$ cat src/sv/pma_pkg.sv
// Shared types and constants of the paged memory allocator.
// Used by the controller, the datapath and the top level; no dependencies.
package pma_pkg;

    localparam int OP_W    = 2;
    localparam int PID_W   = 4;
    localparam int SIZE_W  = 17;
    localparam int VADDR_W = 16;
    localparam int DATA_W  = 8;
    localparam int BRK_W   = 17;
    localparam int APB_AW  = 3;

    localparam logic [BRK_W-1:0] START_BREAK_RESET = 17'd256;
    localparam logic REG_IDX_START_BREAK = 1'b0;

    typedef enum logic [1:0]
    {
        OP_ALLOC = 2'd0,
        OP_FREE  = 2'd1,
        OP_READ  = 2'd2,
        OP_WRITE = 2'd3
    } op_t;

    typedef enum logic [1:0]
    {
        RES_FAIL  = 2'd0,
        RES_OK    = 2'd1,
        RES_ALLOC = 2'd2,
        RES_READ  = 2'd3
    } res_kind_t;

    typedef struct packed
    {
        logic      clr_step;
        logic      ld_item;
        logic      map_rd;
        logic      ram_rd;
        logic      ram_wr;
        logic      free_init;
        logic      link_rd;
        logic      free_step;
        logic      scan_step;
        logic      scan_end;
        logic      rd_cap;
        logic      res_load;
        res_kind_t res_kind;
    } cmd_t;

    typedef struct packed
    {
        logic clr_done;
        logic pid_bad;
        logic alloc_fail;
        logic pages_zero;
        logic page_oob;
        logic map_hit;
        logic walk_done;
        logic scan_full;
        logic out_busy;
        op_t  op;
    } sts_t;

endpackage

$ cat src/sv/pma_ctrl.sv
// Sequencer of the paged memory allocator: steps one request at a time.
// Depends on pma_pkg; drives the datapath through cmd_t, watches sts_t.
module pma_ctrl
    import pma_pkg::*;
(
    input  logic clk,
    input  logic rst_n,
    input  logic s_tvalid,
    output logic s_tready,
    input  sts_t sts,
    output cmd_t cmd
);

    typedef enum logic [3:0]
    {
        ST_CLEAR,
        ST_IDLE,
        ST_DECODE,
        ST_LOOK,
        ST_FREE_ISSUE,
        ST_FREE_STEP,
        ST_RD_WAIT,
        ST_SCAN,
        ST_SCAN_END,
        ST_DONE
    } state_t;

    state_t    state_reg, state_next;
    res_kind_t kind_reg, kind_next;

    assign s_tready = (state_reg == ST_IDLE);

    always_comb
    begin
        cmd        = '0;
        cmd.res_kind = kind_reg;
        state_next = state_reg;
        kind_next  = kind_reg;
        unique case (state_reg)
            ST_CLEAR:
            begin
                if (sts.clr_done)
                begin
                    state_next = ST_IDLE;
                end
                else
                begin
                    cmd.clr_step = 1'b1;
                end
            end
            ST_IDLE:
            begin
                if (s_tvalid)
                begin
                    cmd.ld_item = 1'b1;
                    state_next  = ST_DECODE;
                end
            end
            ST_DECODE:
            begin
                if (sts.pid_bad)
                begin
                    kind_next  = RES_FAIL;
                    state_next = ST_DONE;
                end
                else if (sts.op == OP_ALLOC)
                begin
                    if (sts.alloc_fail)
                    begin
                        kind_next  = RES_FAIL;
                        state_next = ST_DONE;
                    end
                    else if (sts.pages_zero)
                    begin
                        kind_next  = RES_ALLOC;
                        state_next = ST_DONE;
                    end
                    else
                    begin
                        state_next = ST_SCAN;
                    end
                end
                else if (sts.page_oob)
                begin
                    kind_next  = RES_FAIL;
                    state_next = ST_DONE;
                end
                else
                begin
                    cmd.map_rd = 1'b1;
                    state_next = ST_LOOK;
                end
            end
            ST_LOOK:
            begin
                if (!sts.map_hit)
                begin
                    kind_next  = RES_FAIL;
                    state_next = ST_DONE;
                end
                else if (sts.op == OP_READ)
                begin
                    cmd.ram_rd = 1'b1;
                    state_next = ST_RD_WAIT;
                end
                else if (sts.op == OP_WRITE)
                begin
                    cmd.ram_wr = 1'b1;
                    kind_next  = RES_OK;
                    state_next = ST_DONE;
                end
                else
                begin
                    cmd.free_init = 1'b1;
                    state_next    = ST_FREE_ISSUE;
                end
            end
            ST_FREE_ISSUE:
            begin
                cmd.link_rd = 1'b1;
                state_next  = ST_FREE_STEP;
            end
            ST_FREE_STEP:
            begin
                cmd.free_step = 1'b1;
                if (sts.walk_done)
                begin
                    kind_next  = RES_OK;
                    state_next = ST_DONE;
                end
                else
                begin
                    state_next = ST_FREE_ISSUE;
                end
            end
            ST_RD_WAIT:
            begin
                cmd.rd_cap = 1'b1;
                kind_next  = RES_READ;
                state_next = ST_DONE;
            end
            ST_SCAN:
            begin
                if (sts.scan_full)
                begin
                    state_next = ST_SCAN_END;
                end
                else
                begin
                    cmd.scan_step = 1'b1;
                end
            end
            ST_SCAN_END:
            begin
                cmd.scan_end = 1'b1;
                kind_next    = RES_ALLOC;
                state_next   = ST_DONE;
            end
            ST_DONE:
            begin
                // hold the result until the output register frees up
                if (!sts.out_busy)
                begin
                    cmd.res_load = 1'b1;
                    state_next   = ST_IDLE;
                end
            end
            default:
            begin
                state_next = ST_IDLE;
            end
        endcase
    end

    always_ff @(posedge clk or negedge rst_n)
    begin
        if (!rst_n)
        begin
            state_reg <= ST_CLEAR;
            kind_reg  <= RES_FAIL;
        end
        else
        begin
            state_reg <= state_next;
            kind_reg  <= kind_next;
        end
    end

endmodule

$ cat config.mk
export PLATFORM = sky130hd
export DESIGN_NAME = pma_ctrl
export DESIGN_NICKNAME = d
export VERILOG_FILES = /design/src/sv/pma_pkg.sv /design/src/sv/pma_ctrl.sv
export SDC_FILE = /design/constraint.sdc
export NUM_CORES = 1
export LEC_CHECK = 0
export BUFFER_PORTS_ARGS = -buffer_cell sky130_fd_sc_hd__buf_2
export CORE_MARGIN = 10
export CORE_UTILIZATION = 49
export DETAILED_ROUTE_END_ITERATION = 10
export GPL_TIMING_DRIVEN = 1
export PLACE_DENSITY_LB_ADDON = 0.05
export SYNTH_ARGS = -nofsm -noshare
export SYNTH_HDL_FRONTEND = slang
export SYNTH_SLANG_ARGS = --single-unit
export TNS_END_PERCENT = 10
$ cat constraint.sdc
create_clock -name clk -period 4.4 [get_ports clk]
set_input_delay 0.88 -clock clk [delete_from_list [all_inputs] [get_ports clk]]
set_output_delay 0.88 -clock clk [all_outputs]
set_load 0.03 [all_outputs]
# Word level (Yosys, flattened, before mapping)
# Cells that the tools add are included.
[totals] reg_bits=6 in_bits=14 output_inout_bits=15 wordCells=74
[classes] eq_ne=20 mux=46 reduce_logical=6
[op_table] cell="$mux 4" count=13
[op_table] cell="$pmux 4 s9" count=1
[op_table] cell="$mux 2" count=10
[op_table] cell="$mux 1" count=19
[op_table] cell="$eq 4x3->1 const B" count=4
[op_table] cell="$ne 2x2->1 const B" count=5
[op_table] cell="$pmux 2 s5" count=1
[op_table] cell="$eq 4x2->1 const B" count=2
[op_table] cell="$eq 4x4->1 const B" count=2
[op_table] cell="$mux 3" count=2
[op_table] cell="$ne 3x3->1 const B" count=2
[op_table] cell="$reduce_and 6->1" count=1
[op_table] cell="$ne 5x5->1 const B" count=1
[op_table] cell="$reduce_bool 5->1" count=1
[op_table] cell="$eq 2x2->1 const B" count=2
[op_table] cell="$eq 4x1->1 const B" count=1
[op_table] cell="$logic_not 4->1" count=1
[op_table] cell="$ne 4x4->1 const B" count=1
[op_table] cell="$reduce_and 4->1" count=1
[op_table] cell="$logic_not 2->1" count=1
[op_table] cell="$reduce_or 2->1" count=1

# Depth between registers and ports, before layout
# Gate-level depths: netlist of run 1.
[depth] ltp_word=5 depth_mapped=7 mapped_depth_nobuf=5

# Worst setup path after synthesis of run 1
# OpenSTA, ideal clock, no wires.
[synth_path] path_type="input -> output" start="input port sts[5] (netlist name)" end="output port cmd[10] (netlist name)" t_arrival_ns=2.180 slack_ns=1.340 stages=2 cell_sequence="or4b_1 > nor3b_1"
[synth_rtl] item="from (decl)" line="pma_ctrl.sv:10" source="input sts_t sts,"
[synth_rtl] item="to (decl)" line="pma_ctrl.sv:11" source="output cmd_t cmd"

==> results of run 1 <==
## power breakdown
group          internal [mW]  switching [mW]
registers             0.0777          0.0633
clock network         0.0309          0.0202
logic                  0.117           0.175
## synthesized netlist by cell type
| cell | number | area, sq um |
|---|---|---|
| a211oi_1 | 1 | 7.51 |
| a21bo_2 | 1 | 10.0 |
| a21oi_1 | 2 | 10.0 |
| a311oi_1 | 1 | 8.76 |
| a31oi_1 | 1 | 6.26 |
| and2_1 | 1 | 6.26 |
| and3_1 | 1 | 6.26 |
| buf_2 | 1 | 5.00 |
| buf_4 | 1 | 7.51 |
| buf_6 | 1 | 11.3 |
| clkbuf_1 | 4 | 15.0 |
| dfrtp_1 | 6 | 150 |
| inv_1 | 4 | 15.0 |
| mux2_1 | 1 | 11.3 |
| mux2i_1 | 1 | 10.0 |
| mux4_2 | 1 | 22.5 |
| nand2_1 | 6 | 22.5 |
| nand2b_1 | 6 | 37.5 |
| nand3b_1 | 2 | 15.0 |
| nand4_1 | 1 | 6.26 |
| nor2_1 | 11 | 41.3 |
| nor2b_1 | 1 | 6.26 |
| nor3_1 | 8 | 40.0 |
| nor3b_1 | 2 | 15.0 |
| nor4_1 | 2 | 12.5 |
| o21a_1 | 1 | 7.51 |
| o21ai_0 | 7 | 35.0 |
| o21ai_1 | 2 | 10.0 |
| o21bai_1 | 1 | 7.51 |
| o221ai_2 | 1 | 15.0 |
| o22ai_1 | 2 | 12.5 |
| o32a_1 | 1 | 10.0 |
| or3_1 | 2 | 12.5 |
| or4_1 | 3 | 22.5 |
| or4b_1 | 1 | 10.0 |
| or4b_4 | 1 | 13.8 |
## logic make-up after synthesis
| family | Yosys count | share of synthesized area |
|---|---|---|
| and+or+nand+nor | 48 | 0.408 |
| muxes | 3 | 0.0668 |
| DFF | 6 | 0.229 |
| AOI/OAI and AO/OA | 21 | 0.214 |
| buffers and inverters | 11 | 0.0820 |
## stage by stage
stage	setup WS, ps	util	area, sq um
finish	1400	0.621	798
global placement	1560	0.604	776
CTS	1390	0.621	798
floorplan	1340	-	656
global route	1180	0.621	798
detailed placement	1530	0.604	776
## routing by layer
metal / routed length (um) / up-vias / GRT usage
li1: - / 378 / -
met5: 0 / - / 0
met1: 814 / 342 / 0.145
met2: 951 / 28 / 0.207
met4: 0 / 0 / 0.0206
met3: 128 / 0 / 0.0382
## path summary, 6_finish.rpt
| kind | slack (ps) | from | end | depth (start not counted) |
|---|---|---|---|---|
| worst max-delay path | 1400 | state_reg[1] | cmd[10] | 4 |
| worst min-delay path | 450 | rst_n | state_reg[2] | 1 |
| worst max register to register | 2090 | state_reg[1] | kind_reg[0] | 5 |
| worst min register to register | 500 | kind_reg[0] | kind_reg[0] | 1 |
| max in group asynchronous | 3820 | rst_n | state_reg[0] | 1 |
| min in group clk | 500 | kind_reg[0] | kind_reg[0] | 1 |
## cell type report
| class | count | area, sq um |
|---|---|---|
| sequential | 6 | 150 |
| timing repair buffer | 28 | 140 |
| tap | 15 | 18.8 |
| inverter | 4 | 15.0 |
| fill | 135 | 487 |
| multi-input combinational | 72 | 452 |
| clock buffer | 3 | 22.5 |
## worst register-to-register path: stages (launching register included)
cell,delay [ps]
dfrtp_1,660
nand2_1,160
or4b_1,560
o32a_1,210
o221ai_2,240
mux2_1,350
==> Flow_metrics.wiki, run 1 <==
{| class="wikitable"
! Metric !! Value
|-
| Final setup fails || 0
|-
| Antenna viol nets, final || 0
|-
| Root buf cell || clkbuf_4
|-
| Number of design-rule violations left by the first detailed-router iteration || 13
|-
| Highest-count cells in the layout ignoring fill and taps || buf_2, nor2_1, nor3_1, o21ai_0
|-
| Starting density of the core || 0.510
|-
| Ordered list of cells on the worst path || nand2_1 -> or4b_1 -> nor3b_1 -> buf_2
|-
| Gpl congestion || 0.853
|-
| Clock tree from TritonCTS || built
|-
| Via count || 748
|-
| Number of buffers added to fix hold violations after cts || 0
|-
| CP startpoint kind || register
|-
| Post-synth net total || 103
|-
| Layout cells sized above 1 || 0.310
|-
| Num CTS Buffers || 3
|-
| Worst slew margin relative to its limit || 0.645
|-
| Max-slew violation total from the final report || 0
|-
| Net count of the finished layout || 129
|-
| Peak VDD IR || 0.280 mV
|-
| Maxcap violations || 0
|-
| Crit path DAT || 2120 ps
|-
| Std cell rows || 13
|-
| Type of the setup path with the least slack || reg -> out
|-
| Half-perimeter wire length after placement || 1560 um
|-
| Total routed wirelength || 1900 um
|-
| Distinct cells, synth || 36
|-
| Number of H-tree levels || 1
|-
| Worst-margin pin slew || 533 ps
|-
| Via density || 5.84
|-
| Residual overflow from global routing || 0
|-
| Non-filler instance count after layout || 128
|-
| Library cell contributing the largest single delay on the critical path || dfrtp_1
|-
| Die Height || 56.6 um
|-
| Maximum fanout encountered on the critical timing path || 19
|-
| Length of the first detailed-routing pass in iterations || 4
|-
| Clock-pin slew reported for the worst setup and hold paths after clock tree synthesis || 50 ps
|-
| Total Neg Setup Slack || 0 ps
|-
| Buffer count from post-CTS setup fixing || 0
|-
| Area of the core || 1280 sq um
|-
| Largest net degree at the start of global routing || 20
|-
| Global Route Usage Sum || 0.121
|-
| Number of primary I/O pins || 29
|-
| Share of the cycle needed by the critical path after routing || 0.682
|-
| Crit path required time || 3520 ps
|-
| Fin. Hold Viols || 0
|-
| Highest clock rate || 333 MHz
|-
| Buffer and inverter count on the worst path || 1
|-
| Worst path top cell family by delay || simple AND/OR/NAND/NOR gates
|-
| Via count of the first global-routing pass || 708
|-
| Number of antenna cells inserted || 0
|-
| Pwr/cell area || 606 nW/um^2
|-
| Setup repair after global routing missed its margin || no
|-
| Total Power Consumption || 0.484 mW
|-
| Number of standard cells after synthesis || 89
|-
| Delay of the slowest critical-path stage || 660 ps
|-
| Average instance area after synthesis || 7.37 sq um
|-
| Number of gates resized after CTS || 0
|-
| Layout Skew || 2.17 ps
|-
| Critical Path End Type || output port
|-
| Count of clock tree sinks || 6
|-
| Largest register FFs || 4
|-
| DRC violation count after routing || 0
|-
| Antenna violations before repair || 0
|-
| Routed len/inst || 14.8 um
|-
| Cell area after synthesis || 656 sq um
|-
| Outcome || finished clean
|-
| Static leakage || 0.383 nW
|-
| Most frequent standard cell in the layout excluding fill and tap cells || buf_2
|-
| Seq/Total Area, Yosys || 0.229
|-
| Clock period minus worst slack || 3000 ps
|-
| Min-Delay Path Class || in -> async
|-
| Global-route wire length before repair || 3310 um
|-
| Area Overhead vs Synth || 21.8%
|-
| Placed Instances || 125
|-
| Number of warnings issued by yosys || 0
|-
| Number of buffer cells added on primary ports || 28
|-
| Flop and latch count out of synthesis || 6
|-
| Tightest hold margin || 446 ps
|-
| Width of the die || 56.6 um
|-
| Full die area || 3200 sq um
|-
| Source-to-sink clock delay at the later pin of the worst-skew pair || 240 ps
|-
| Maximum buffer depth of the clock tree || 2
|}
No activity file was read; power rests on OpenSTA's default activity.
==> inputs of run 2 (changes only) <==
--- a/config.mk
+++ b/config.mk
@@ -5,9 +5,10 @@
 export SDC_FILE = /design/constraint.sdc
 export NUM_CORES = 1
 export LEC_CHECK = 0
+export ABC_AREA = 1
 export BUFFER_PORTS_ARGS = -buffer_cell sky130_fd_sc_hd__buf_2
 export CORE_MARGIN = 10
-export CORE_UTILIZATION = 49
+export CORE_UTILIZATION = 41
 export DETAILED_ROUTE_END_ITERATION = 10
 export GPL_TIMING_DRIVEN = 1
 export PLACE_DENSITY_LB_ADDON = 0.05
==> constraint.sdc (replaced) <==
create_clock -name clk -period 2.5 [get_ports clk]
set_input_delay 0.5 -clock clk [delete_from_list [all_inputs] [get_ports clk]]
set_output_delay 0.5 -clock clk [all_outputs]
set_load 0.03 [all_outputs]
==> Flow_metrics.wiki, run 2 <==
{| class="wikitable"
! Metric !! Value
|-
| Post-synth net total || 126 (was 103)
|-
| Worst-margin pin slew || 303 ps (was 533 ps)
|-
| Total Neg Setup Slack || 0 ps (unchanged)
|-
| Global Route Usage Sum || 0.116 (was 0.121)
|-
| Gpl congestion || 0.841 (was 0.853)
|-
| Source-to-sink clock delay at the later pin of the worst-skew pair || 260 ps (was 240 ps)
|-
| Most frequent standard cell in the layout excluding fill and tap cells || nand2_1 (was buf_2)
|-
| Number of design-rule violations left by the first detailed-router iteration || 26 (was 13)
|-
| Pwr/cell area || 1030 nW/um^2 (was 606 nW/um^2)
|-
| Number of primary I/O pins || 29 (unchanged)
|-
| Total routed wirelength || 1980 um (was 1900 um)
|-
| Num CTS Buffers || 3 (unchanged)
|-
| Setup repair after global routing missed its margin || no (unchanged)
|-
| Fin. Hold Viols || 0 (unchanged)
|-
| Final setup fails || 0 (unchanged)
|-
| Net count of the finished layout || 158 (was 129)
|-
| Routed len/inst || 12.5 um (was 14.8 um)
|-
| Library cell with the highest instance count after synthesis || nand2_1 (was nor2_1)
|-
| Highest clock rate || 512 MHz
|-
| Arithmetic-cell share of the synthesized area counting full adders, half adders and majority gates || 0 (unchanged)
|-
| Half-perimeter wire length after placement || 1770 um (was 1560 um)
|-
| Area contributors post-synth || dfrtp_1, nand2_1, nor2_1, inv_1, nand2_2 (was dfrtp_1, nor2_1, nor3_1, nand2b_1, o21ai_0)
|-
| Largest net degree at the start of global routing || 9 (was 20)
|-
| Count of clock tree sinks || 6 (unchanged)
|-
| Residual overflow from global routing || 0 (unchanged)
|-
| Maximum buffer depth of the clock tree || 2 (unchanged)
|-
| Number of flops mapped to enable cells by yosys || 0 (unchanged)
|-
| Critical Path End Type || output port (unchanged)
|-
| Starting density of the core || 0.434 (was 0.510)
|-
| Xor-xnor portion of the synthesized cell area || 0 (unchanged)
|-
| Worst slew margin relative to its limit || 0.796 (was 0.645)
|-
| Area Overhead vs Synth || 26.2% (was 21.8%)
|-
| Root buf cell || clkbuf_4 (unchanged)
|-
| Maxcap violations || 0 (unchanged)
|-
| Number of antenna cells inserted || 0 (unchanged)
|-
| Largest register FFs || 4 (unchanged)
|-
| Antenna violations before repair || 0 (unchanged)
|-
| Static leakage || 0.521 nW (was 0.383 nW)
|-
| Synth Area in Compound Gates || 0.0536 (was 0.214)
|-
| Area of the core || 1510 sq um (was 1280 sq um)
|-
| Number of buffers added to fix hold violations after cts || 0 (unchanged)
|-
| Main combinational cell family by area after synthesis || simple AND/OR/NAND/NOR gates (unchanged)
|-
| Maximum fanout encountered on the critical timing path || 5 (was 19)
|-
| Crit path required time || 2000 ps (was 3520 ps)
|-
| Antenna viol nets, final || 0 (unchanged)
|-
| Crit path DAT || 1450 ps (was 2120 ps)
|-
| Via density || 5.07 (was 5.84)
|-
| Clock-pin slew reported for the worst setup and hold paths after clock tree synthesis || 50 ps (about the same)
|-
| Peak VDD IR || 0.413 mV (was 0.280 mV)
|-
| Global-route wire length before repair || 3190 um (was 3310 um)
|-
| Share of synthesized flip-flops with an asynchronous set or reset || 1.00 (unchanged)
|-
| Flop and latch count out of synthesis || 6 (unchanged)
|-
| Number of H-tree levels || 1 (unchanged)
|-
| Type of the setup path with the least slack || reg -> out (unchanged)
|-
| Predominant post-synthesis flop cell || dfrtp_1 (unchanged)
|-
| Min-Delay Path Class || in -> async (unchanged)
|-
| Length of the first detailed-routing pass in iterations || 4 (unchanged)
|-
| Layout Skew || 4.56 ps (was 2.17 ps)
|-
| Clock period minus worst slack || 1950 ps
|-
| Buffer count from post-CTS setup fixing || 0 (unchanged)
|-
| Synth top area share || 0.230 (was 0.229)
|-
| DRC violation count after routing || 0 (unchanged)
|-
| CP startpoint kind || register (unchanged)
|-
| Number of buffer cells added on primary ports || 28 (unchanged)
|-
| Max-slew violation total from the final report || 0 (unchanged)
|-
| Via count of the first global-routing pass || 763 (was 708)
|-
| Non-filler instance count after layout || 158 (was 128)
|-
| Highest-count cells in the layout ignoring fill and taps || nand2_1, buf_2, nor2_1, inv_1 (was buf_2, nor2_1, nor3_1, o21ai_0)
|-
| Cell area after synthesis || 653 sq um (was 656 sq um)
|-
| Share of the cycle needed by the critical path after routing || 0.781
|-
| Distinct cells, synth || 20 (was 36)
|-
| Number of warnings issued by yosys || 0 (unchanged)
|-
| Die Height || 59.9 um (was 56.6 um)
|-
| Multiplexer area fraction after synthesis || 0 (was 0.0668)
|-
| Outcome || finished clean (unchanged)
|-
| Std cell rows || 14 (was 13)
|-
| Placed Instances || 155 (was 125)
|-
| Number of standard cells after synthesis || 112 (was 89)
|-
| Layout cells sized above 1 || 0.387 (was 0.310)
|-
| Area fraction in and, or, nand and nor cells after synthesis || 0.594 (was 0.408)
|-
| Via count || 801 (was 748)
|-
| Clock tree from TritonCTS || built (unchanged)
|-
| Top cell type by total area after synthesis || dfrtp_1 (unchanged)
|-
| Number of gates resized after CTS || 0 (unchanged)
|-
| Seq/Total Area, Yosys || 0.230 (was 0.229)
|-
| Full die area || 3590 sq um (was 3200 sq um)
|-
| Most numerous cell types in the synthesized netlist || nand2_1, nor2_1, inv_1 (was nor2_1, nor3_1, o21ai_0)
|-
| Width of the die || 59.9 um (was 56.6 um)
|-
| Average instance area after synthesis || 5.83 sq um (was 7.37 sq um)
|}
==> run 2: cell families (layout without fill, tap and decap cells) <==
| group | Yosys count | after routing |
|---|---|---|
| AOI/OAI and AO/OA | 6 | 6 |
| buffers and inverters | 19 | 49 |
| DFF | 6 | 6 |
| and+or+nand+nor | 81 | 81 |
==> run 2: path summary, 6_finish.rpt <==
path / from / end / slack [ps] / cells past startpoint
worst max-delay path: state_reg[3] / cmd[9] / 550 / 6
worst min-delay path: rst_n / state_reg[0] / 60 / 1
worst max register to register: state_reg[0] / kind_reg[1] / 1130 / 8
worst min register to register: kind_reg[0] / kind_reg[0] / 460 / 2
max in group asynchronous: rst_n / kind_reg[0] / 2290 / 1
min in group clk: kind_reg[0] / kind_reg[0] / 460 / 2
==> run 2: metal layers <==
metal	GRT usage	part of all wire	wire [um]	vias up
met2	0.210	0.55	1090	25
met1	0.117	0.37	739	367
met3	0.0339	0.070	139	2
met5	0	0	0	-
li1	-	-	-	407
met4	0.0577	0.0056	11	0
==> run 2: worst max-delay path, cell delays in order, from the launching register on <==
cell and delay [ps]:
dfrtp_1 410, inv_1 150, nand2_2 100, nor2_1 140, nand2_1 100, nor2_1 90, buf_2 200
==> run 2: cell type report <==
cell class              count  area (sq um)
fillers                   186           682
clock buffers               3          22.5
flip-flops and latches      6           150
repair buffers             28           140
inverters                  18          68.8
multi-input cells          87           423
well taps                  16          20.0
==> run 2: per-stage QoR <==
| stage | hold WS (ps) | cell area, sq um | setup WS [ps] | utilization | total power, mW |
|---|---|---|---|---|---|
| after global placement | 330 | 802 | 823 | 0.532 | 0.750 |
| final | 59.7 | 825 | 547 | 0.547 | 0.847 |
| after global routing | 60.5 | 825 | 388 | 0.547 | 0.932 |
| after CTS | 57.9 | 825 | 532 | 0.547 | 0.859 |
| after floorplan | 204 | 653 | 509 | - | 0.634 |
| after detailed placement | 338 | 802 | 798 | 0.532 | 0.756 |
==> run 2: report_power, final <==
part	total, mW	switching [mW]	internal, mW	leakage (nW)
Combinational	0.563	0.391	0.171	0.428
Clock	0.0981	0.0432	0.0549	0.0138
Sequential	0.186	0.0513	0.135	0.0788
Total	0.847	0.486	0.361	0.521
==> inputs of run 3 (changes only) <==
--- a/config.mk
+++ b/config.mk
@@ -8,7 +8,7 @@
 export ABC_AREA = 1
 export BUFFER_PORTS_ARGS = -buffer_cell sky130_fd_sc_hd__buf_2
 export CORE_MARGIN = 10
-export CORE_UTILIZATION = 41
+export CORE_UTILIZATION = 45
 export DETAILED_ROUTE_END_ITERATION = 10
 export GPL_TIMING_DRIVEN = 1
 export PLACE_DENSITY_LB_ADDON = 0.05
==> constraint.sdc (replaced) <==
create_clock -name clk -period 2 [get_ports clk]
set_input_delay 0.4 -clock clk [delete_from_list [all_inputs] [get_ports clk]]
set_output_delay 0.4 -clock clk [all_outputs]
set_load 0.03 [all_outputs]
==> Flow_metrics.wiki, run 3 (synthesized netlist as in run 2, its figures left out) <==
{| class="wikitable"
! Metric !! Value
|-
| Delay of the slowest critical-path stage || 410 ps (about the same)
|-
| Maximum buffer depth of the clock tree || 2 (unchanged)
|-
| Via count of the first global-routing pass || 842 (was 763)
|-
| Crit path required time || 1600 ps (was 2000 ps)
|-
| Starting density of the core || 0.490 (was 0.434)
|-
| Outcome || finished clean (unchanged)
|-
| Number of H-tree levels || 1 (unchanged)
|-
| Clock-pin slew reported for the worst setup and hold paths after clock tree synthesis || 50 ps (about the same)
|-
| Fin util || 0.629 (was 0.547)
|-
| Worst Slack Setup Final || 176 ps (was 547 ps)
|-
| Type of the setup path with the least slack || reg -> out (unchanged)
|-
| Most frequent standard cell in the layout excluding fill and tap cells || nand2_1 (unchanged)
|-
| Routed len/inst || 12.4 um (was 12.5 um)
|-
| Residual overflow from global routing || 0 (unchanged)
|-
| Area Overhead vs Synth || 28.4% (was 26.2%)
|-
| Total routed wirelength || 1950 um (was 1980 um)
|-
| Startpoint of the most critical hold path || sts[2]
|-
| Source-to-sink clock delay at the later pin of the worst-skew pair || 250 ps (was 260 ps)
|-
| Clock period minus worst slack || 1820 ps
|-
| Net switching power of the design || 0.606 mW (was 0.486 mW)
|-
| Width of the die || 58.1 um (was 59.9 um)
|-
| Peak VDD IR || 0.565 mV (was 0.413 mV)
|-
| Global Route Usage Sum || 0.118 (was 0.116)
|-
| Number of design-rule violations left by the first detailed-router iteration || 16 (was 26)
|-
| Total Neg Setup Slack || 0 ps (unchanged)
|-
| Length of the first detailed-routing pass in iterations || 4 (unchanged)
|-
| Std cell rows || 13 (was 14)
|-
| Antenna violations before repair || 0 (unchanged)
|-
| Layout cells sized above 1 || 0.399 (was 0.387)
|-
| Combinational fraction of design power || 0.671 (was 0.664)
|-
| Start point of the critical path || state_reg[2] (was state_reg[3])
|-
| Gpl congestion || 0.879 (was 0.841)
|-
| Worst slew margin relative to its limit || 0.819 (was 0.796)
|-
| Setup crit end || cmd[9] (unchanged)
|-
| Largest register FFs || 4 (unchanged)
|-
| Number of primary I/O pins || 29 (unchanged)
|-
| Library cell contributing the largest single delay on the critical path || dfrtp_1 (unchanged)
|-
| Place WS || 391 ps (was 798 ps)
|-
| Pwr/cell area || 1270 nW/um^2 (was 1030 nW/um^2)
|-
| Via count || 808 (was 801)
|-
| Share of the cycle needed by the critical path after routing || 0.912
|-
| Fin. Hold Viols || 0 (unchanged)
|-
| Count of clock tree sinks || 6 (unchanged)
|-
| Num CTS Buffers || 3 (unchanged)
|-
| Worst-margin pin slew || 271 ps (was 303 ps)
|-
| Buffer count from post-CTS setup fixing || 0 (unchanged)
|-
| CP startpoint kind || register (unchanged)
|-
| Area of the core || 1330 sq um (was 1510 sq um)
|-
| Portion of total power attributed to the clock network || 0.109 (was 0.116)
|-
| Fillers || 150 (was 186)
|-
| Minimum setup slack among reg-to-reg paths || 630 ps (was 1130 ps)
|-
| Sequential group share of total power || 0.220 (about the same)
|-
| Layout Skew || 7.27 ps (was 4.56 ps)
|-
| Setup repair after global routing missed its margin || no (unchanged)
|-
| DRC violation count after routing || 0 (unchanged)
|-
| Antenna viol nets, final || 0 (unchanged)
|-
| Critical Path End Type || output port (unchanged)
|-
| Tightest hold margin || 449 ps (was 59.7 ps)
|-
| Cell count of the worst reg-to-reg path || 7 (was 8)
|-
| Buffer and inverter count on the worst path || 2 (unchanged)
|-
| Global-route wire length before repair || 3260 um (was 3190 um)
|-
| Crit path DAT || 1420 ps (was 1450 ps)
|-
| Number of antenna cells inserted || 0 (unchanged)
|-
| Switch share || 0.571 (was 0.574)
|-
| Largest net degree at the start of global routing || 9 (unchanged)
|-
| Via density || 5.11 (was 5.07)
|-
| Clock tree from TritonCTS || built (unchanged)
|-
| Full die area || 3380 sq um (was 3590 sq um)
|-
| Ordered list of cells on the worst path || inv_1 -> nand2_2 -> nor2_2 -> nand2_1 -> nor2_1 -> buf_2 (was inv_1 -> nand2_2 -> nor2_1 -> nand2_1 -> nor2_1 -> buf_2)
|-
| Half-perimeter wire length after placement || 1680 um (was 1770 um)
|-
| Static leakage || 0.524 nW (was 0.521 nW)
|-
| Number of buffer cells added on primary ports || 28 (unchanged)
|-
| Die Height || 58.1 um (was 59.9 um)
|-
| Endpoint of the most critical register-to-register path || kind_reg[0] (was kind_reg[1])
|-
| Logic depth of the worst path, buffers included || 6 (unchanged)
|-
| Highest-count cells in the layout ignoring fill and taps || nand2_1, buf_2, nor2_1, inv_1, nor2_2 (was nand2_1, buf_2, nor2_1, inv_1)
|-
| Startpoint of the worst-slack reg-to-reg timing path || state_reg[0] (unchanged)
|-
| Maxcap violations || 0 (unchanged)
|-
| Internal power component || 0.455 mW (was 0.361 mW)
|-
| Max-slew violation total from the final report || 0 (unchanged)
|-
| Final setup fails || 0 (unchanged)
|-
| Root buf cell || clkbuf_4 (unchanged)
|-
| Net count of the finished layout || 159 (was 158)
|-
| Worst path top cell family by delay || flip-flops (was simple AND/OR/NAND/NOR gates)
|-
| Maximum fanout encountered on the critical timing path || 5 (unchanged)
|-
| Highest clock rate || 548 MHz
|-
| Min-Delay Path Class || in -> reg (was in -> async)
|}
run 3: cell count changes in the layout (fill, tap and decap cells not counted), sizes merged:
cell	delta
clkbuf	+1
buf	-1
dlygate4sd3	+1
run 3: timing repair:
action,in CTS,in global routing
resized for setup,0,3
hold buffers,1,0
setup endpoints to repair,0,2
endpoints found under the hold margin,6,0
run 3: cell type report:
type / count / area (sq um) / share of cell area
multi-input combinational: 87 / 425 / 0.507
tap: 15 / 18.8 / 0.0224
clock buffer: 3 / 22.5 / 0.0269
inverter: 18 / 68.8 / 0.0821
sequential: 6 / 150 / 0.179
timing repair buffer: 29 / 153 / 0.182
run 3: per-stage QoR:
step / area [sq um] / cells / power, mW
after detailed placement: 801 / 154 / 0.937
final: 838 / 158 / 1.06
after floorplan: 653 / 112 / 0.792
after global routing: 838 / 158 / 1.16
after CTS: 833 / 158 / 1.06
after global placement: 801 / 154 / 0.932
run 3: worst reg2reg max path, delay by kind of cell, from the launching register on:
| kind | cells | cell delay, ps |
|---|---|---|
| and+or+nand+nor | 6 | 680 |
| DFF | 1 | 490 |
| buffers and inverters | 1 | 100 |
run 3: worst min path at each step:
stage	slack (ps)	to	depth (start not counted)
finish	450	state_reg[3]	3
global route	470	state_reg[3]	3
global placement	230	state_reg[1]	1
CTS	460	state_reg[3]	3
floorplan	100	kind_reg[0]	0
detailed placement	230	state_reg[1]	1
run 3: metal layers:
metal	share of wire	track usage	up-vias
li1	-	-	417
met1	0.39	0.113	359
met2	0.50	0.212	25
met3	0.075	0.0370	7
met4	0.031	0.0772	0
met5	0	0	-
run 3: power by group through the flow:
stage                     registers, mW  logic [mW]  clock network (mW)
final                             0.234       0.711               0.116
after global routing              0.240       0.795               0.125
after floorplan                   0.233       0.559                   0
after detailed placement          0.231       0.706                   0
after CTS                         0.230       0.713               0.116
after global placement            0.229       0.702                   0
